$ cat config.mk
export PLATFORM = sky130hd
export DESIGN_NAME = nal_unit_splitter_unit_flat
export DESIGN_NICKNAME = d
export VERILOG_FILES = /design/src/hw/rtl/nus_pkg.sv /design/src/hw/rtl/nus_in_if.sv /design/src/hw/rtl/nus_out_if.sv /design/src/hw/rtl/nus_cfg_if.sv /design/src/hw/rtl/nus_scan.sv /design/src/hw/rtl/nus_res_fifo.sv /design/src/hw/rtl/nal_unit_splitter_unit.sv /design/src/flat_wrapper.sv
export SDC_FILE = /design/constraint.sdc
export NUM_CORES = 1
export LEC_CHECK = 0
export BUFFER_PORTS_ARGS = -buffer_cell sky130_fd_sc_hd__clkbuf_2
export CORE_MARGIN = 4
export CORE_UTILIZATION = 45
export DETAILED_ROUTE_END_ITERATION = 8
export PLACE_DENSITY = 0.71
export SLEW_MARGIN = 20
export SYNTH_ARGS = -nofsm -noshare
export SYNTH_HDL_FRONTEND = slang
export SYNTH_SLANG_ARGS = --single-unit
export TNS_END_PERCENT = 20
$ cat constraint.sdc
create_clock -name clk -period 14.02 [get_ports clk]
set_clock_uncertainty 0.1 [all_clocks]
set_input_delay 0 -clock clk [delete_from_list [all_inputs] [get_ports clk]]
set_output_delay 0 -clock clk [all_outputs]
set_load 0.02 [all_outputs]
$ cat src/hw/rtl/nus_pkg.sv
// Shared types and constants for the NAL unit splitter.
`default_nettype none
package nus_pkg;

  localparam int PosW      = 32;
  localparam int FifoDepth = 4;
  localparam int FifoAw    = $clog2(FifoDepth);
  localparam int FifoCw    = $clog2(FifoDepth + 1);

  localparam logic [7:0] ByteZero = 8'h00;
  localparam logic [7:0] ByteOne  = 8'h01;
  localparam logic [7:0] MaskAvc  = 8'h1f;
  localparam logic [7:0] MaskHevc = 8'h7f;

  localparam logic ModeAvc  = 1'b0;
  localparam logic ModeHevc = 1'b1;

  typedef struct packed {
    logic [31:0] unit_offset;
    logic [31:0] unit_length;
    logic [5:0]  unit_type;
    logic        final_unit;
    logic        run_last;
  } res_t;

  typedef struct packed {
    logic v0;
    logic v1;
    res_t r0;
    res_t r1;
  } push_t;

  typedef struct packed {
    logic unit_pending;
    logic awaiting_type;
    logic pos_zero;
  } stat_t;

endpackage
`default_nettype wire

$ cat src/hw/rtl/nus_in_if.sv
// Input byte channel.
`default_nettype none
interface nus_in_if;
  logic       valid;
  logic       ready;
  logic [7:0] data_byte;
  logic       end_of_stream;

  modport source (output valid, data_byte, end_of_stream, input ready);
  modport sink   (input valid, data_byte, end_of_stream, output ready);
endinterface
`default_nettype wire

$ cat src/hw/rtl/nus_out_if.sv
// Result channel.
`default_nettype none
interface nus_out_if;
  logic        valid;
  logic        ready;
  logic [31:0] unit_offset;
  logic [31:0] unit_length;
  logic [5:0]  unit_type;
  logic        final_unit;
  logic        run_last;

  modport source (output valid, unit_offset, unit_length, unit_type, final_unit, run_last,
                  input ready);
  modport sink   (input valid, unit_offset, unit_length, unit_type, final_unit, run_last,
                  output ready);
endinterface
`default_nettype wire

$ cat src/hw/rtl/nus_cfg_if.sv
// Configuration write channel.
`default_nettype none
interface nus_cfg_if;
  logic valid;
  logic ready;
  logic codec_mode;

  modport source (output valid, codec_mode, input ready);
  modport sink   (input valid, codec_mode, output ready);
endinterface
`default_nettype wire

$ cat src/hw/rtl/nus_scan.sv
// Start code scanner: per-byte state update and unit result generation.
`default_nettype none
module nus_scan (
  input  wire logic          clk,
  input  wire logic          rst_n,
  input  wire logic          accept,
  input  wire logic [7:0]    data_byte,
  input  wire logic          end_of_stream,
  input  wire logic          cfg_we,
  input  wire logic          cfg_mode,
  output nus_pkg::push_t     push,
  output nus_pkg::stat_t     stat
);
  import nus_pkg::*;

  logic            codec_mode_r;
  logic [PosW-1:0] byte_pos_r, byte_pos_nxt;
  logic [1:0]      zero_run_r, zero_run_nxt;
  logic            pending_r, pending_nxt;
  logic [PosW-1:0] pend_off_r, pend_off_nxt;
  logic [5:0]      pend_type_r, pend_type_nxt;
  logic            awaiting_r, awaiting_nxt;

  logic [5:0]      cur_type;
  logic [7:0]      hevc_bits;
  logic [7:0]      avc_bits;
  logic            is_start;
  logic [PosW-1:0] start_pos;
  logic [PosW-1:0] len0;
  logic [PosW-1:0] len1;
  logic            open_pend;
  logic [PosW-1:0] open_off;
  logic [5:0]      open_type;
  logic            v0, v1;

  always_comb begin
    hevc_bits = data_byte & MaskHevc;
    avc_bits  = data_byte & MaskAvc;
    if (awaiting_r) begin
      cur_type = (codec_mode_r == ModeHevc) ? hevc_bits[6:1] : avc_bits[5:0];
    end else begin
      cur_type = pend_type_r;
    end

    is_start  = (data_byte == ByteOne) && (zero_run_r >= 2'd2);
    start_pos = byte_pos_r - ((zero_run_r == 2'd3) ? PosW'(3) : PosW'(2));
    len0      = start_pos - pend_off_r;

    if (data_byte == ByteZero) begin
      zero_run_nxt = (zero_run_r == 2'd3) ? zero_run_r : zero_run_r + 2'd1;
    end else begin
      zero_run_nxt = 2'd0;
    end

    if (is_start) begin
      open_pend = 1'b1;
      open_off  = start_pos;
      open_type = 6'd0;
    end else begin
      open_pend = pending_r;
      open_off  = pend_off_r;
      open_type = cur_type;
    end
    len1 = byte_pos_r + PosW'(1) - open_off;

    v0 = is_start && pending_r;
    v1 = end_of_stream && open_pend;

    push.v0             = v0;
    push.v1             = v1;
    push.r0.unit_offset = 32'(pend_off_r);
    push.r0.unit_length = 32'(len0);
    push.r0.unit_type   = cur_type;
    push.r0.final_unit  = 1'b0;
    push.r0.run_last    = !v1;
    push.r1.unit_offset = 32'(open_off);
    push.r1.unit_length = 32'(len1);
    push.r1.unit_type   = open_type;
    push.r1.final_unit  = 1'b1;
    push.r1.run_last    = 1'b1;

    if (end_of_stream) begin
      byte_pos_nxt  = '0;
      zero_run_nxt  = 2'd0;
      pending_nxt   = 1'b0;
      pend_off_nxt  = '0;
      pend_type_nxt = 6'd0;
      awaiting_nxt  = 1'b0;
    end else begin
      byte_pos_nxt  = byte_pos_r + PosW'(1);
      pending_nxt   = open_pend;
      pend_off_nxt  = open_off;
      pend_type_nxt = open_type;
      awaiting_nxt  = is_start;
    end
  end

  always_ff @(posedge clk) begin
    if (!rst_n) begin
      codec_mode_r <= ModeAvc;
      byte_pos_r   <= '0;
      zero_run_r   <= 2'd0;
      pending_r    <= 1'b0;
      pend_off_r   <= '0;
      pend_type_r  <= 6'd0;
      awaiting_r   <= 1'b0;
    end else begin
      if (cfg_we) begin
        codec_mode_r <= cfg_mode;
      end
      if (accept) begin
        byte_pos_r  <= byte_pos_nxt;
        zero_run_r  <= zero_run_nxt;
        pending_r   <= pending_nxt;
        pend_off_r  <= pend_off_nxt;
        pend_type_r <= pend_type_nxt;
        awaiting_r  <= awaiting_nxt;
      end
    end
  end

  assign stat.unit_pending  = pending_r;
  assign stat.awaiting_type = awaiting_r;
  assign stat.pos_zero      = (byte_pos_r == '0);

endmodule
`default_nettype wire

$ cat src/hw/rtl/nus_res_fifo.sv
// Result queue: takes up to two results per cycle, delivers one.
`default_nettype none
module nus_res_fifo (
  input  wire logic                     clk,
  input  wire logic                     rst_n,
  input  wire nus_pkg::push_t           push,
  input  wire logic                     push_en,
  input  wire logic                     pop,
  output nus_pkg::res_t                 head,
  output logic [nus_pkg::FifoCw-1:0]    count
);
  import nus_pkg::*;

  res_t              mem [FifoDepth];
  logic [FifoAw-1:0] wp_r, wp_nxt;
  logic [FifoAw-1:0] rp_r, rp_nxt;
  logic [FifoCw-1:0] cnt_r, cnt_nxt;
  logic [FifoCw-1:0] n_push;
  logic              do_pop;
  res_t              first;

  always_comb begin
    n_push = '0;
    if (push_en) begin
      n_push = FifoCw'(push.v0) + FifoCw'(push.v1);
    end
    first   = push.v0 ? push.r0 : push.r1;
    do_pop  = pop && (cnt_r != '0);
    wp_nxt  = wp_r + n_push[FifoAw-1:0];
    rp_nxt  = do_pop ? rp_r + FifoAw'(1) : rp_r;
    cnt_nxt = cnt_r + n_push - FifoCw'(do_pop);
  end

  always_ff @(posedge clk) begin
    if (n_push != '0) begin
      mem[wp_r] <= first;
    end
    if (n_push == FifoCw'(2)) begin
      mem[wp_r + FifoAw'(1)] <= push.r1;
    end
  end

  always_ff @(posedge clk) begin
    if (!rst_n) begin
      wp_r  <= '0;
      rp_r  <= '0;
      cnt_r <= '0;
    end else begin
      wp_r  <= wp_nxt;
      rp_r  <= rp_nxt;
      cnt_r <= cnt_nxt;
    end
  end

  assign head  = mem[rp_r];
  assign count = cnt_r;

endmodule
`default_nettype wire

$ cat src/hw/rtl/nal_unit_splitter_unit.sv
// Top level of the NAL unit splitter: scanner plus result queue.
// A result is written into the result queue when the byte that closes it is accepted.
// Throughput: one byte per cycle; a byte that closes two units pushes both into the
// single-read result queue (four entries, needs room for two to accept).
// Reset (rst_n low, synchronous): scan state, codec_mode and queue cleared.
`default_nettype none
module nal_unit_splitter_unit (
  input  wire logic clk,
  input  wire logic rst_n,
  nus_in_if.sink    in_ch,
  nus_out_if.source out_ch,
  nus_cfg_if.sink   cfg_ch
);
  import nus_pkg::*;

  push_t             push;
  stat_t             stat;
  res_t              head;
  logic [FifoCw-1:0] count;
  logic              in_acc;
  logic              out_acc;

  assign in_ch.ready  = (count <= FifoCw'(FifoDepth - 2));
  assign cfg_ch.ready = 1'b1;
  assign in_acc       = in_ch.valid && in_ch.ready;
  assign out_acc      = out_ch.valid && out_ch.ready;

  nus_scan u_scan (
    .clk           (clk),
    .rst_n         (rst_n),
    .accept        (in_acc),
    .data_byte     (in_ch.data_byte),
    .end_of_stream (in_ch.end_of_stream),
    .cfg_we        (cfg_ch.valid),
    .cfg_mode      (cfg_ch.codec_mode),
    .push          (push),
    .stat          (stat)
  );

  nus_res_fifo u_fifo (
    .clk     (clk),
    .rst_n   (rst_n),
    .push    (push),
    .push_en (in_acc),
    .pop     (out_ch.ready),
    .head    (head),
    .count   (count)
  );

  assign out_ch.valid       = (count != '0);
  assign out_ch.unit_offset = head.unit_offset;
  assign out_ch.unit_length = head.unit_length;
  assign out_ch.unit_type   = head.unit_type;
  assign out_ch.final_unit  = head.final_unit;
  assign out_ch.run_last    = head.run_last;

  a_fifo_bound: assert property (@(posedge clk) disable iff (!rst_n)
    count <= FifoCw'(FifoDepth))
    else $error("result queue overfilled");

  a_eos_clears: assert property (@(posedge clk) disable iff (!rst_n)
    in_acc && in_ch.end_of_stream |=>
      !stat.unit_pending && !stat.awaiting_type && stat.pos_zero)
    else $error("scan state not cleared after end of stream");

  a_pop_only: assert property (@(posedge clk) disable iff (!rst_n)
    out_acc && !in_acc |=> count == $past(count) - FifoCw'(1))
    else $error("queue count wrong after pop");

  a_type_after_start: assert property (@(posedge clk) disable iff (!rst_n)
    stat.awaiting_type |-> stat.unit_pending)
    else $error("awaiting type byte with no open unit");

endmodule
`default_nettype wire

$ cat src/flat_wrapper.sv
// flat-port wrapper written by rule: the top's interface ports become plain ports
module nal_unit_splitter_unit_flat import nus_pkg::*;
  (clk, rst_n, in_ch_valid, in_ch_data_byte, in_ch_end_of_stream, in_ch_ready, out_ch_valid, out_ch_unit_offset, out_ch_unit_length, out_ch_unit_type, out_ch_final_unit, out_ch_run_last, out_ch_ready, cfg_ch_valid, cfg_ch_codec_mode, cfg_ch_ready);
  nus_in_if in_ch_i ();
  nus_out_if out_ch_i ();
  nus_cfg_if cfg_ch_i ();
  input  wire logic clk;
  input  wire logic rst_n;
  input wire logic [$bits(in_ch_i.valid)-1:0] in_ch_valid;
  input wire logic [$bits(in_ch_i.data_byte)-1:0] in_ch_data_byte;
  input wire logic [$bits(in_ch_i.end_of_stream)-1:0] in_ch_end_of_stream;
  output wire logic [$bits(in_ch_i.ready)-1:0] in_ch_ready;
  output wire logic [$bits(out_ch_i.valid)-1:0] out_ch_valid;
  output wire logic [$bits(out_ch_i.unit_offset)-1:0] out_ch_unit_offset;
  output wire logic [$bits(out_ch_i.unit_length)-1:0] out_ch_unit_length;
  output wire logic [$bits(out_ch_i.unit_type)-1:0] out_ch_unit_type;
  output wire logic [$bits(out_ch_i.final_unit)-1:0] out_ch_final_unit;
  output wire logic [$bits(out_ch_i.run_last)-1:0] out_ch_run_last;
  input wire logic [$bits(out_ch_i.ready)-1:0] out_ch_ready;
  input wire logic [$bits(cfg_ch_i.valid)-1:0] cfg_ch_valid;
  input wire logic [$bits(cfg_ch_i.codec_mode)-1:0] cfg_ch_codec_mode;
  output wire logic [$bits(cfg_ch_i.ready)-1:0] cfg_ch_ready;
  assign in_ch_i.valid = in_ch_valid;
  assign in_ch_i.data_byte = in_ch_data_byte;
  assign in_ch_i.end_of_stream = in_ch_end_of_stream;
  assign in_ch_ready = in_ch_i.ready;
  assign out_ch_valid = out_ch_i.valid;
  assign out_ch_unit_offset = out_ch_i.unit_offset;
  assign out_ch_unit_length = out_ch_i.unit_length;
  assign out_ch_unit_type = out_ch_i.unit_type;
  assign out_ch_final_unit = out_ch_i.final_unit;
  assign out_ch_run_last = out_ch_i.run_last;
  assign out_ch_i.ready = out_ch_ready;
  assign cfg_ch_i.valid = cfg_ch_valid;
  assign cfg_ch_i.codec_mode = cfg_ch_codec_mode;
  assign cfg_ch_ready = cfg_ch_i.ready;
  nal_unit_splitter_unit u_core (.clk(clk), .rst_n(rst_n), .in_ch(in_ch_i), .out_ch(out_ch_i), .cfg_ch(cfg_ch_i));
endmodule
* Yosys cells after proc, flatten, opt, wreduce, memory -nomap -nowiden
Memories as Yosys holds them, arrays and structs flattened. A register that Yosys moved wholly into a read port is not among the register bits. Cells that the tools add are included.
Storage, ports and cells: register bits 82, RAM bits 288, input port bits 15, output and inout port bits 75, word-level logic and storage cells 60, memories kept 1
Memory list:
- u_core.u_fifo.mem | depth 4, width 72, rd ports 1, clocked after memory_dff 1, write ports 2, line nus_res_fifo.sv:14 | res_t mem [FifoDepth];
Cells by class: add/sub/neg operators 11, magnitude comparators 2, equal/unequal tests 4, muxes and demuxes 22, reductions and logical operators 10
Operator list (number):
- $mux W32 | 3
- $mux W72 | 1
- $sub A32 B32 Y32 | 2
- $add A32 B1 Y32 const B | 1
- $sub A32 B2 Y32 | 1
- $mux W6 | 4
- $mux W2 | 5
- $eq A8 B1 Y1 const B | 1
- $logic_not A8 Y1 | 1
- $mux W1 | 8
- $add A2 B1 Y2 const B | 3
- $reduce_bool A3 Y1 | 2
- $logic_and A1 B1 Y1 | 5
- $add A3 B3 Y3 | 1
- $eq A3 B2 Y1 const B | 1
- $le A3 B2 Y1 const B | 1
- $mux W3 | 1
- $ne A3 B3 Y1 const B | 1
- $sub A3 B1 Y3 | 1
- $add A1 B1 Y2 | 1
- $add A2 B2 Y2 | 1
- $eq A2 B2 Y1 const B | 1
- $ge A2 B2 Y1 const B | 1
- $reduce_and A2 Y1 | 1
- $logic_not A1 Y1 | 1

* Depth between registers and ports, before layout
Gate-level depths: netlist (run 1).
word-level depth 9, mapped depth 24, gate-level depth less buffers 23

* Cells and area by module
A second synthesis (run 1) with hierarchy kept.
Unflattened totals: cells, all modules 1961, area, all modules 22272.6 um^2
By module, submodules not included:
- nus_res_fifo | times used 1, cells each 863, area an instance 14142.3 um^2, seq. area each 8828.5 um^2
- nus_scan | times used 1, cells each 1093, area an instance 8101.5 um^2, seq. area each 1501.4 um^2
- nal_unit_splitter_unit | times used 1, cells each 5, area an instance 28.8 um^2, seq. area each 0.0 um^2

* Worst setup path before layout (run 1)
OpenSTA, ideal clock, no wires.
kind register to register, from register u_core.u_scan.zero_run_r[1], to memory u_core.u_fifo.mem[1][37] in the netlist's numbering, data pin, setup time 0.272 ns, data arrival time 5.048 ns, path slack 8.599 ns, cell stages (with the launch flop) 24, buffers on the path 1, path through dfxtp_1 > ha_1 > ha_1 > inv_1 > ha_1 > nor3_1 > or4b_1 > buf_2 > nand2b_4 > nor4_1 > xor2_1 > nand2_1 > o21ai_0 > inv_1 > ha_1 > and3_1 > and2_1 > a41o_1 > o2111ai_1 > a21oi_1 > a311oi_1 > mux2i_1 > a2111oi_4 > o22ai_1
RTL lines:
- start, declared | line nus_scan.sv:18 | logic [1:0] zero_run_r, zero_run_nxt;
- start signal, assigned | line nus_scan.sv:113 | zero_run_r <= zero_run_nxt;
- end, declared | line nus_res_fifo.sv:14

==> impl_results.md, run 1 <==
- Top-Level Pins: 90
- Number of fillers in the final layout: 4109
- Clk_lat worst skew: 0.58 ns
- Final setup viols: 0
- Worst path bufs/invs: 5
- RD Place Congestion: roughly 0.95
- Synth Cell Area: approximately 21000 sq um
- Crit-path cells: dlygate4sd3_1 > clkbuf_2 > nor4_1 > o2111a_2 > buf_4 > nand2_1 > inv_1 > ha_1 > nand2_1 > or4_1 > nand2_4 > buf_4 > nand2_1 > nor2_1
- ANT nets after route: 0
- Rows: 79
- Core ar.: 46460 sq um
- TritonCTS clock tree: built
- Rel. slew slack: 0.2616
- Count of final hold-check violations: 0
- Max Cap Viol: 0
- CTS buffer count: 41
- Yosys warns: 0
- Vias in the first global route: ~16k
- Port bufs: 88
- Pwr dens: ~120 nW/um^2
- RSZ-0062 raised after global routing: false
- Worst Hold Class: in -> reg
- Clock Sink Count: 372
- Synth Flop Type: edfxtp_1
- Clock Path Buffers: 3
- Drt pass-1 iters: 6
- Design area: 23420 sq um
- Synthesized flop and latch total: 372
- Worst-Margin Slew: 1.108 ns
- Leading area contributor after synthesis: edfxtp_1
- Setup TNS: 0 ns
- Min Tclk post-route: 6.522 ns
- Clock root buffer: clkbuf_16
- Post-synth top area share: 0.3979
- Area growth, synth to finish: 10.82%
- DR vias/cell: about 6.5
- Delay-heaviest family, CP: simple AND/OR/NAND/NOR gates
- Crit path top cell by count: nand2_1
- First-pass GRT wire length: 96.90 mm
- Cells after synthesis: 1920
- VDD IR max: around 0.11 mV
- Synth cell count leaders: edfxtp_1, o22ai_1, nand2_1
- Synth Net Count: 2011
- Static Leak: 7.409 nW
- Most common cell in the netlist: edfxtp_1
- Outcome: finished, final reports clean
- DRC: 0
- Die W: about 220 microns
- CTS clk-pin slew, worst paths: ~0.060 ns
- CP required: around 14 ns
- Final wirelength: 63.94 mm
- FFs w/ async S/R, synth: 0
- Ant. Diodes: 0
- WS Path Type: in -> reg
- Initial antenna violation count: 0
- Postcts setup bufs: 0
- Max incr delay on CP: 1.06 ns
- Fmax: between 150 and 200 MHz
- Finished Layout Cells: around 2.6k
- Arrival time at the worst endpoint: ~6.8 ns
- Pins Over Slew Limit: 0
- Die area: 50490 sq um
- Tcrit/Tclk final: 0.4652
- H-tree depth: 2
- Initial Utilization: 0.4548
- Setup crit end kind: flip-flop
- Via Count: 16.64k
- Tot GR Track Use: 0.2470
- Detailed Place HPWL: 41.24 mm
- Final Hold Slack: 0.03057 ns
- Placed cells: between 2k and 2.5k
- Critical-path maximum fanout: 53
- Post-synth EDFFs: 280
- Netlist cell types: between 80 and 90
- GR Overflow Total: 0
- Mean routed wirelength per cell: 24.80 microns
- Seq/Total Area, Yosys: 0.4851
- Layout cells sized above 1: 0.1466
- Crit path launch type: primary input
- Avg Cell Area, Syn: 11.01 sq um
- CP max-delay cell: or4_1
- Area post-placement: about 22000 sq um
- Die H: 224.7 microns
- Iter 0 DRT Violations: 1883
- Largest net degree at the start of global routing: 84
- NumNets Final: between 2k and 2.5k
- Synth area leaders: edfxtp_1, dfxtp_1, mux4_2
-- report_power, final --
part	internal, mW	switching (mW)	total, mW
registers	1.18	0.0331	1.21
logic	0.233	0.335	0.568
clock network	0.601	0.455	1.06
total	2.01	0.824	2.83
-- registers in the layout, summed over array words and instances, names as in the netlist, named ones only --
register,count
u_core.u_scan.pend_type_r,6
u_core.u_scan.byte_pos_r,32
u_core.u_fifo.count,3
u_core.u_fifo.rp_r,2
u_core.u_scan.awaiting_r,1
u_core.u_fifo.mem,288
u_core.u_scan.pend_off_r,32
u_core.u_scan.zero_run_r,2
u_core.u_scan.codec_mode_r,1
u_core.u_scan.pending_r,1
u_core.u_fifo.wp_r,2
-- cell type report --
type	instances	area [sq um]	area share
Clock buffer	54	1157	0.04943
Clock inverter	20	133.9	0.005717
Inverter	69	259.0	0.01106
Multi-Input combinational cell	1334	10130	0.4326
Sequential cell	372	10260	0.4380
Tap cell	607	759.5	0.03243
Timing Repair Buffer	122	718.2	0.03067
-- layout by cell type, fill, tap and decap left out, drive strengths merged, types with 26 or more instances in the layout --
cell type / synthesis / layout
buf: 36 / 26
edfxtp: 280 / 280
xnor2: 67 / 67
o22ai: 240 / 240
a21oi: 70 / 70
o21ai: 95 / 95
inv: 69 / 71
mux4: 72 / 72
nor2: 112 / 112
and2: 30 / 30
ha: 73 / 73
nor2b: 60 / 60
dfxtp: 92 / 92
nand2: 116 / 116
xor2: 56 / 56
clkbuf: 109 / 141
a22oi: 39 / 39
-- repair_timing --
action | 4_1_cts | 5_1_grt
hold buffers | 9 | 0
endpoints found under the hold margin | 19 | 0
gates resized for setup | 0 | 0
-- worst min-delay path, cell delays in order --
cell and delay [ns]:
clkbuf_2 0.09, mux2i_1 0.06, nand2_1 0.06, o21ai_0 0.21
nor2_1 0.14
-- through the flow --
stage	utilization	power, mW	worst slack [ns]
after global routing	0.5040	2.932	7.257
final	0.5040	2.834	7.498
after global placement	0.4742	1.805	7.521
after detailed placement	0.4743	1.808	7.516
after CTS	0.5040	2.854	7.602
after floorplan	-	1.625	8.599
-- path summary, 6_finish.rpt --
check | start | end | slack, ns | depth (start not counted)
worst max-delay path | in_ch_data_byte[7] | u_core.u_fifo.mem[1][3]$_DFFE_PP_ | 7.50 | 14
worst min-delay path | in_ch_data_byte[5] | u_core.u_fifo.mem[1][6]$_DFFE_PP_ | 0.03 | 5
worst max register to register | u_core.u_scan.zero_run_r[1]$_SDFFE_PN0P_ | u_core.u_fifo.mem[3][37]$_DFFE_PP_ | 7.70 | 22
worst min register to register | u_core.u_fifo.mem[3][0]$_SDFFE_PP1P_ | u_core.u_fifo.mem[3][0]$_SDFFE_PP1P_ | 0.37 | 1
-- metal layers --
metal	share of wire	track usage	vias to the layer above
li1	-	-	7403
met1	0.41	0.3529	8091
met2	0.45	0.3825	1017
met3	0.11	0.05038	129
met4	0.027	0.07727	0
met5	0	0	-
-- kinds of logic after synthesis --
group | synth area share
AOI/OAI and AO/OA | 0.1792
xor gates and xnor gates | 0.05240
adders and majority gates | 0.04607
buffers and inverters | 0.03985
DFF | 0.4851
muxes | 0.08876
other | 0.0001775
and+or+nand+nor | 0.1084
Power figures use the tool's default switching activity.
==> inputs of run 2 (changes only) <==
- ABC_AREA: default -> 1
- PLACE_DENSITY: 0.71 -> 0.74
- clock period: 14.02 -> 6 ns (I/O delays scaled with it)
==> run 2 against run 1 <==
Compared with the run above:
- clock-buffer cell count decreased by 5
- flip-flop and latch count unchanged
- worst hold slack improved by 0.062 ns
- first-iteration DRC count grew 22%
- sequential power is 130% higher
- total power up 150%
- combinational power grew to 2.7 times the previous value
- core utilization is 0.50 points higher
- setup slack worse by 6.7 ns
- global-route usage rose by 3.3 points
- final area is 7.1% higher
- clock power rose to 2.6 times the previous value
- critical path type is now reg -> reg
- largest cell class is now multi-input combinational cells
- largest power group unchanged
- highest routed layer is now met5
==> impl_results.md, run 2 <==
- Die area: 53750 sq um (+6.5%)
- FFs w/ async S/R, synth: 0 (unchanged)
- Biggest register: u_core.u_fifo.mem
- Clk_lat worst skew: 0.57 ns (about the same)
- Synth Cell Area: 22550 sq um (+6.7%)
- Setup TNS: 0 ns (unchanged)
- Worst reg2reg path startpoint: u_core.u_scan.zero_run_r[1]$_SDFFE_PN0P_
- Arrival time at the worst endpoint: 5.34 ns (-1.50 ns)
- DR vias/cell: 6.144 (-4.8%)
- NumNets Final: 2834 (+40%)
- Pins Over Slew Limit: 0 (unchanged)
- Most common cell in the netlist: nand2_1
- Fin util: 0.5091 (+0.005029)
- GR Overflow Total: 0 (unchanged)
- Tcrit/Tclk final: 0.8606
- Avg Cell Area, Syn: 8.280 sq um (-25%)
- Fmax: about 190 MHz
- Leading area contributor after synthesis: edfxtp_1
- Area post-placement: 23540 sq um (+6.8%)
- Final WS setup: 0.8362 ns (-6.662 ns)
- Crit path top cell by count: ha_1
- Seq/Total Area, Yosys: 0.4546 (-0.03045)
- Mean routed wirelength per cell: 22.60 microns (-8.9%)
- Critical-path maximum fanout: 7 (-87%)
- Post-synth EDFFs: 280 (unchanged)
- Final wirelength: 77.74 mm (+22%)
- Top Registers: u_core.u_fifo.mem x288, u_core.u_scan.byte_pos_r x32, u_core.u_scan.pend_off_r x32
- Finished Layout Cells: 3440 (+33%)
- Final setup viols: 0 (unchanged)
- Final Hold Slack: 0.09289 ns (+0.06232 ns)
- Clock Path Buffers: 3 (unchanged)
- Top-Level Pins: 90 (unchanged)
- ANT nets after route: 0 (unchanged)
- Worst Hold Class: in -> reg
- Drt pass-1 iters: 8 (+2)
- Commonest non-fill, non-tap cell in the layout: nand2_1
- Max incr delay on CP: 0.57 ns (-0.49 ns)
- Static Leak: 9.097 nW (+23%)
- Pwr dens: 282.2 nW/um^2 (+130%)
- Cells after synthesis: 2723 (+42%)
- Max Cap Viol: 0 (unchanged)
- Count of final hold-check violations: 0 (unchanged)
- Clock Sink Count: 372 (unchanged)
- Reg2Reg Setup Slack: 0.84 ns (-6.86 ns)
- Worst-Margin Slew: 1.099 ns (-0.008637 ns)
- Worst path bufs/invs: 1 (-4)
- Crit-path cells: ha_1 > ha_1 > inv_1 > ha_1 > nor2_2 > nand2_4 > nor2_8 > xor2_1 > nand2_1 > o21ai_1 > ha_1 > a21oi_1 > o21a_1 > o21ai_1 > a21boi_0 > o21ai_1 > a21oi_1 > xor2_1 > nand2_2 > nand3_1 > o21ai_0
- VDD IR max: 0.1577 mV (+44%)
- RSZ-0062 raised after global routing: false
- Synth Flop Type: edfxtp_1
- Die W: 231.8 microns (+3.2%)
- Critical path origin: u_core.u_scan.zero_run_r[1]$_SDFFE_PN0P_
- Rows: 81 (+2.5%)
- Ant. Diodes: 0 (unchanged)
- Total power: 7.075 mW (+150%)
- Setup crit end kind: flip-flop
- Pre-CTS setup slack: 0.9586 ns (-6.557 ns)
- Initial Utilization: 0.4577 (+0.002896)
- Placed cells: 3354 (+34%)
- Iter 0 DRT Violations: 2294 (+22%)
- Rel. slew slack: 0.2663 (+0.004690)
- Synth cell count leaders: nand2_1, o22ai_1, nor2_1
- Number of fillers in the final layout: 4576 (+11%)
- Commonest cells after routing, fill and taps aside: nand2_1, o22ai_1, nor2_1
- Max FFs per register: 288 (unchanged)
- RD Place Congestion: 1.017 (+6.6%)
- Min Tclk post-route: 5.164 ns
- Tot GR Track Use: 0.2799 (+0.03299)
- Cells on worst reg2reg path: 21 (-4.5%)
- Initial antenna violation count: 1 (+1)
- H-tree depth: 2 (unchanged)
- Design area: 25070 sq um (+7.1%)
- CP max-delay cell: a21boi_0
- First-pass GRT wire length: 117.7 mm (+21%)
- Register area: 10250 sq um (about the same)
- Delay-heaviest family, CP: compound AO/OA/AOI/OAI gates
- Die H: 231.8 microns (+3.2%)
- CTS buffer count: 42 (+2.4%)
- Area growth, synth to finish: 11.22%
- Post-cts resize count: 0 (unchanged)
- CP required: 6.18 ns (-8.15 ns)
- Synth Net Count: 2814 (+40%)
- Multi-input gate area: 10690 sq um (+5.5%)
- Port bufs: 88 (unchanged)
- Layout cells sized above 1: 0.1052 (-0.04144)
- Largest net degree at the start of global routing: 97 (+15%)
- Crit path launch type: flip-flop
- Via Count: 21.14k (+27%)
- Reg-to-Reg End: u_core.u_fifo.mem[3][29]$_DFFE_PP_
- Synth area leaders: edfxtp_1, o22ai_1, dfxtp_1
- Netlist cell types: 62 (-28%)
- Worst Setup EP: u_core.u_fifo.mem[3][29]$_DFFE_PP_
- CTS clk-pin slew, worst paths: 0.06 ns (about the same)
- Synthesized flop and latch total: 372 (unchanged)
- Detailed Place HPWL: 53.01 mm (+29%)
- WP depth: 21 (+7)
- WS Path Type: reg -> reg
- DRC: 0 (unchanged)
- Outcome: finished, final reports clean
- Yosys warns: 0 (unchanged)
- TritonCTS clock tree: built
- Post-synth top area share: 0.3729 (-0.02498)
- Core ar.: 49250 sq um (+6.0%)
- Clock root buffer: clkbuf_16
- Hold Startpoint: in_ch_data_byte[2]
- Vias in the first global route: 20.30k (+27%)
==> run 2: cell count changes in the layout (fill, tap and decap cells not counted), moves of 36 or more <==
cell and change:
o22ai_1 +87, inv_1 +185, a22oi_1 -37, mux4_2 -72, xnor2_1 -47, nand2_1 +262, nor2_1 +183, a21oi_1 +64
o21ai_1 +36, nand3_1 +93, nor2b_1 -60, o21ai_0 +187
==> run 2: worst min-delay path by stage <==
stage                                                end  slack [ns]  depth (start not counted)
6_report        u_core.u_scan.zero_run_r[1]$_SDFFE_PN0P_        0.09                          6
5_1_grt        u_core.u_scan.pend_type_r[0]$_SDFFE_PN0P_        0.13                          9
4_1_cts        u_core.u_scan.pend_type_r[1]$_SDFFE_PN0P_        0.06                          7
3_5_place_dp     u_core.u_scan.codec_mode_r$_SDFFE_PN0P_        0.14                          3
3_3_place_gp     u_core.u_scan.codec_mode_r$_SDFFE_PN0P_        0.12                          3
2_1_floorplan          u_core.u_fifo.count[0]$_SDFF_PN0_      -0.007                          2
==> run 2: kinds of logic (layout without fill, tap and decap cells) <==
group                    Yosys count  after routing  synth area share
AO/OA/AOI/OAI                    846            846            0.2149
AND/OR/NAND/NOR                  905            905            0.1749
buffers and inverters            427            480           0.07398
flip-flops                       372            372            0.4546
XOR/XNOR                          96             96           0.03829
other                              1              1         0.0001663
adder cells (fa/ha/maj)           76             76           0.04318
==> run 2: worst min-delay path: stages <==
cell and delay [ns]:
clkbuf_2 0.10, nor3_1 0.05, nand4_1 0.27, nor3_1 0.11, a21oi_1 0.12, nor2_1 0.05
==> run 2: report_power, final <==
part	leakage [nW]	switching (mW)	internal, mW
sequential	3.08	0.0530	2.75
clock	0.710	1.09	1.63
combinational	5.30	1.13	0.417
==> run 2: final cells by class <==
| class | instances | area share |
|---|---|---|
| clock buffers | 49 | 0.04421 |
| repair buffers | 137 | 0.03413 |
| inverters | 266 | 0.04002 |
| flip-flops and latches | 372 | 0.4090 |
| multi-input cells | 1924 | 0.4263 |
| clock inverters | 28 | 0.01327 |
| well taps | 664 | 0.03313 |
==> run 2: timing repair <==
action / in CTS / in global routing
hold endpoints to repair: 44 / 0
setup buffers: 0 / 0
hold buffers: 9 / 0
==> run 2: per-layer routing <==
metal  track usage  up-vias  share of wire
li1              -     9691              -
met1        0.3841    10070           0.41
met2        0.4509     1191           0.46
met3       0.04919      184           0.10
met4       0.09397        2          0.032
met5             0        -        0.00015
==> inputs of run 3 (changes only) <==
- CORE_MARGIN: 4 -> default
==> run 3 against run 2 <==
Compared with the run above:
- die area is 5.1% lower
- critical path depth increased by 2
- via count down 2.2%
- clock power shrank 7%
- first-iteration DRC count shrank 11%
- largest cell class unchanged
==> impl_results.md, run 3 (synthesis gave the netlist of run 2 again) <==
- Count of final hold-check violations: 0 (unchanged)
- Area post-placement: 23570 sq um (about the same)
- CTS buffer count: 40 (-4.8%)
- Crit path launch type: primary input
- Setup TNS: 0 ns (unchanged)
- RSZ-0062 raised after global routing: false
- CP required: 6.18 ns (about the same)
- Port bufs: 88 (unchanged)
- Clock Path Buffers: 3 (unchanged)
- Top Registers: u_core.u_fifo.mem x288, u_core.u_scan.byte_pos_r x32, u_core.u_scan.pend_off_r x32
- Die W: 225.8 microns (-2.6%)
- Number of fillers in the final layout: 4490 (-1.9%)
- Pwr dens: 274.2 nW/um^2 (-2.8%)
- Initial Utilization: 0.4587 (+0.0009438)
- Rel. slew slack: 0.2824 (+0.01612)
- Core ar.: 49150 sq um (-0.21%)
- Area growth, synth to finish: 11.19% (about the same)
- DR vias/cell: 6.011 (-2.2%)
- Largest net degree at the start of global routing: 99 (+2.1%)
- Clock Sink Count: 372 (unchanged)
- Iter 0 DRT Violations: 2052 (-11%)
- Top-Level Pins: 90 (unchanged)
- Design area: 25070 sq um (about the same)
- DRC: 0 (unchanged)
- Net Switching: 2.224 mW (-2.3%)
- Die H: 225.8 microns (-2.6%)
- Switch share: 0.3236 (+0.001669)
- Pins Over Slew Limit: 0 (unchanged)
- Detailed Place HPWL: 48.90 mm (-7.7%)
- Worst-Margin Slew: 1.076 ns (-0.02258 ns)
- Critical-path maximum fanout: 19 (+12)
- Final wirelength: 73.36 mm (-5.6%)
- Final setup viols: 0 (unchanged)
- First-pass GRT wire length: 111.3 mm (-5.4%)
- Ant. Diodes: 0 (unchanged)
- Flop pwr share: 0.408 (+0.012)
- CTS clk-pin slew, worst paths: 0.07 ns (about the same)
- Rows: 81 (unchanged)
- GR Overflow Total: 0 (unchanged)
- Fmax: 182.9 MHz (-5.5%)
- Total power: 6.874 mW (-2.8%)
- Final WS setup: 0.5333 ns (-0.3029 ns)
- Combinational Power Share: 0.222 (+0.003)
- Pre-CTS setup slack: 0.8811 ns (-0.07757 ns)
- Clock root buffer: clkbuf_16
- Clock Power Share: 0.370 (-0.015)
- Mean routed wirelength per cell: 21.33 microns (-5.6%)
- Reg2Reg Setup Slack: 0.78 ns (-0.06 ns)
- Tot GR Track Use: 0.2831 (+0.003196)
- Tcrit/Tclk final: 0.9111 (+0.05048)
- VDD IR max: 0.1751 mV (+11%)
- H-tree depth: 2 (unchanged)
- Min Tclk post-route: 5.467 ns (+0.3029 ns)
- Cell Int Power: 4.650 mW (-3.1%)
- Commonest non-fill, non-tap cell in the layout: nand2_1
- TritonCTS clock tree: built
- Commonest cells after routing, fill and taps aside: nand2_1, o22ai_1, nor2_1
- Initial antenna violation count: 0 (-1)
- Outcome: finished, final reports clean
- ANT nets after route: 0 (unchanged)
- Register area: 10250 sq um (unchanged)
- Clk_lat worst skew: 0.58 ns (about the same)
- Arrival time at the worst endpoint: 5.64 ns (+0.30 ns)
- Via Count: 20.67k (-2.2%)
- Multi-input gate area: 10690 sq um (unchanged)
- Biggest register: u_core.u_fifo.mem
- Vias in the first global route: 19.64k (-3.3%)
- Worst Hold Class: in -> reg
- Setup crit end kind: flip-flop
- Die area: 51000 sq um (-5.1%)
- NumNets Final: 2834 (unchanged)
- Layout cells sized above 1: 0.1031 (-0.002124)
- Drt pass-1 iters: 8 (unchanged)
- Max Cap Viol: 0 (unchanged)
- WS Path Type: in -> reg
- Static Leak: 9.075 nW (-0.24%)
- RD Place Congestion: 1.018 (about the same)
- Max FFs per register: 288 (unchanged)
run 3: changes by cell type in the layout (fill, tap and decap cells not counted):
cell / change
clkbuf_1: +2
inv_2: +1
buf_4: -10
clkinvlp_4: +1
clkbuf_8: +4
dlygate4sd3_1: +7
clkinv_1: -4
inv_6: -4
clkinv_8: +1
clkbuf_16: -1
buf_12: +5
bufinv_16: -4
clkinv_2: +1
run 3: path summary, 6_finish.rpt:
| check | from | endpoint | depth (start not counted) |
|---|---|---|---|
| setup reg to reg | u_core.u_scan.zero_run_r[1]$_SDFFE_PN0P_ | u_core.u_fifo.mem[3][27]$_DFFE_PP_ | 20 |
| hold reg to reg | u_core.u_scan.pend_type_r[4]$_SDFFE_PN0P_ | u_core.u_scan.pend_type_r[4]$_SDFFE_PN0P_ | 2 |
| setup / recovery | in_ch_data_byte[1] | u_core.u_fifo.mem[3][27]$_DFFE_PP_ | 23 |
| hold / removal | in_ch_data_byte[7] | u_core.u_scan.zero_run_r[0]$_SDFFE_PN0P_ | 6 |
run 3: layout make-up:
type	count	share of cell area
Multi-Input combinational cell	1924	0.4263
Sequential cell	372	0.4091
Clock buffer	54	0.04572
Inverter	266	0.03993
Timing Repair Buffer	139	0.03793
Tap cell	664	0.03314
Clock inverter	20	0.007886
run 3: routing by layer:
layer / part of all wire / vias to the layer above / GRT usage / routed length, microns
met1: 0.42 / 9756 / 0.3753 / 30460
met5: 0 / - / 0 / 0
met3: 0.084 / 157 / 0.04333 / 6171
li1: - / 9676 / - / -
met4: 0.031 / 0 / 0.09963 / 2291
met2: 0.47 / 1084 / 0.4684 / 34430
run 3: power groups by stage:
stage                     sequential, mW  clock (mW)  combinational (mW)
after floorplan                     2.81           0                1.01
after global placement              2.86           0                1.48
after detailed placement            2.86           0                1.51
after CTS                           2.81        2.56                1.52
after global routing                2.81        2.65                1.64
final                               2.81        2.54                1.52
run 3: timing repair:
item                      in CTS  in global routing
buffers inserted               0                  0
hold buffers                  16                  0
hold endpoints to repair      50                  0
gates resized for setup        0                  0
run 3: metrics by stage:
stage | std cells | util | hold slack (ns)
floorplan | 2723 | - | -0.006547
finish | 3439 | 0.5100 | 0.05981
global route | 3439 | 0.5100 | 0.1219
CTS | 3439 | 0.5100 | 0.05024
global placement | 3349 | 0.4794 | 0.1334
detailed placement | 3349 | 0.4794 | 0.1330
run 3: worst max-delay path: stages:
cell	delay [ns]
dlygate4sd3_1	0.53
clkbuf_2	0.14
nor3_1	0.17
dlygate4sd3_1	0.59
nand2_1	0.11
nor2_4	0.65
inv_1	0.13
buf_4	0.27
o21ai_1	0.53
ha_1	0.34
nand3_1	0.08
nand2_1	0.10
nand2_1	0.09
nand3_1	0.12
a21oi_1	0.26
inv_1	0.12
nand2_1	0.07
nand2_1	0.11
a21oi_1	0.29
xor2_1	0.46
nand2_1	0.08
o21ai_0	0.25
o22ai_1	0.14
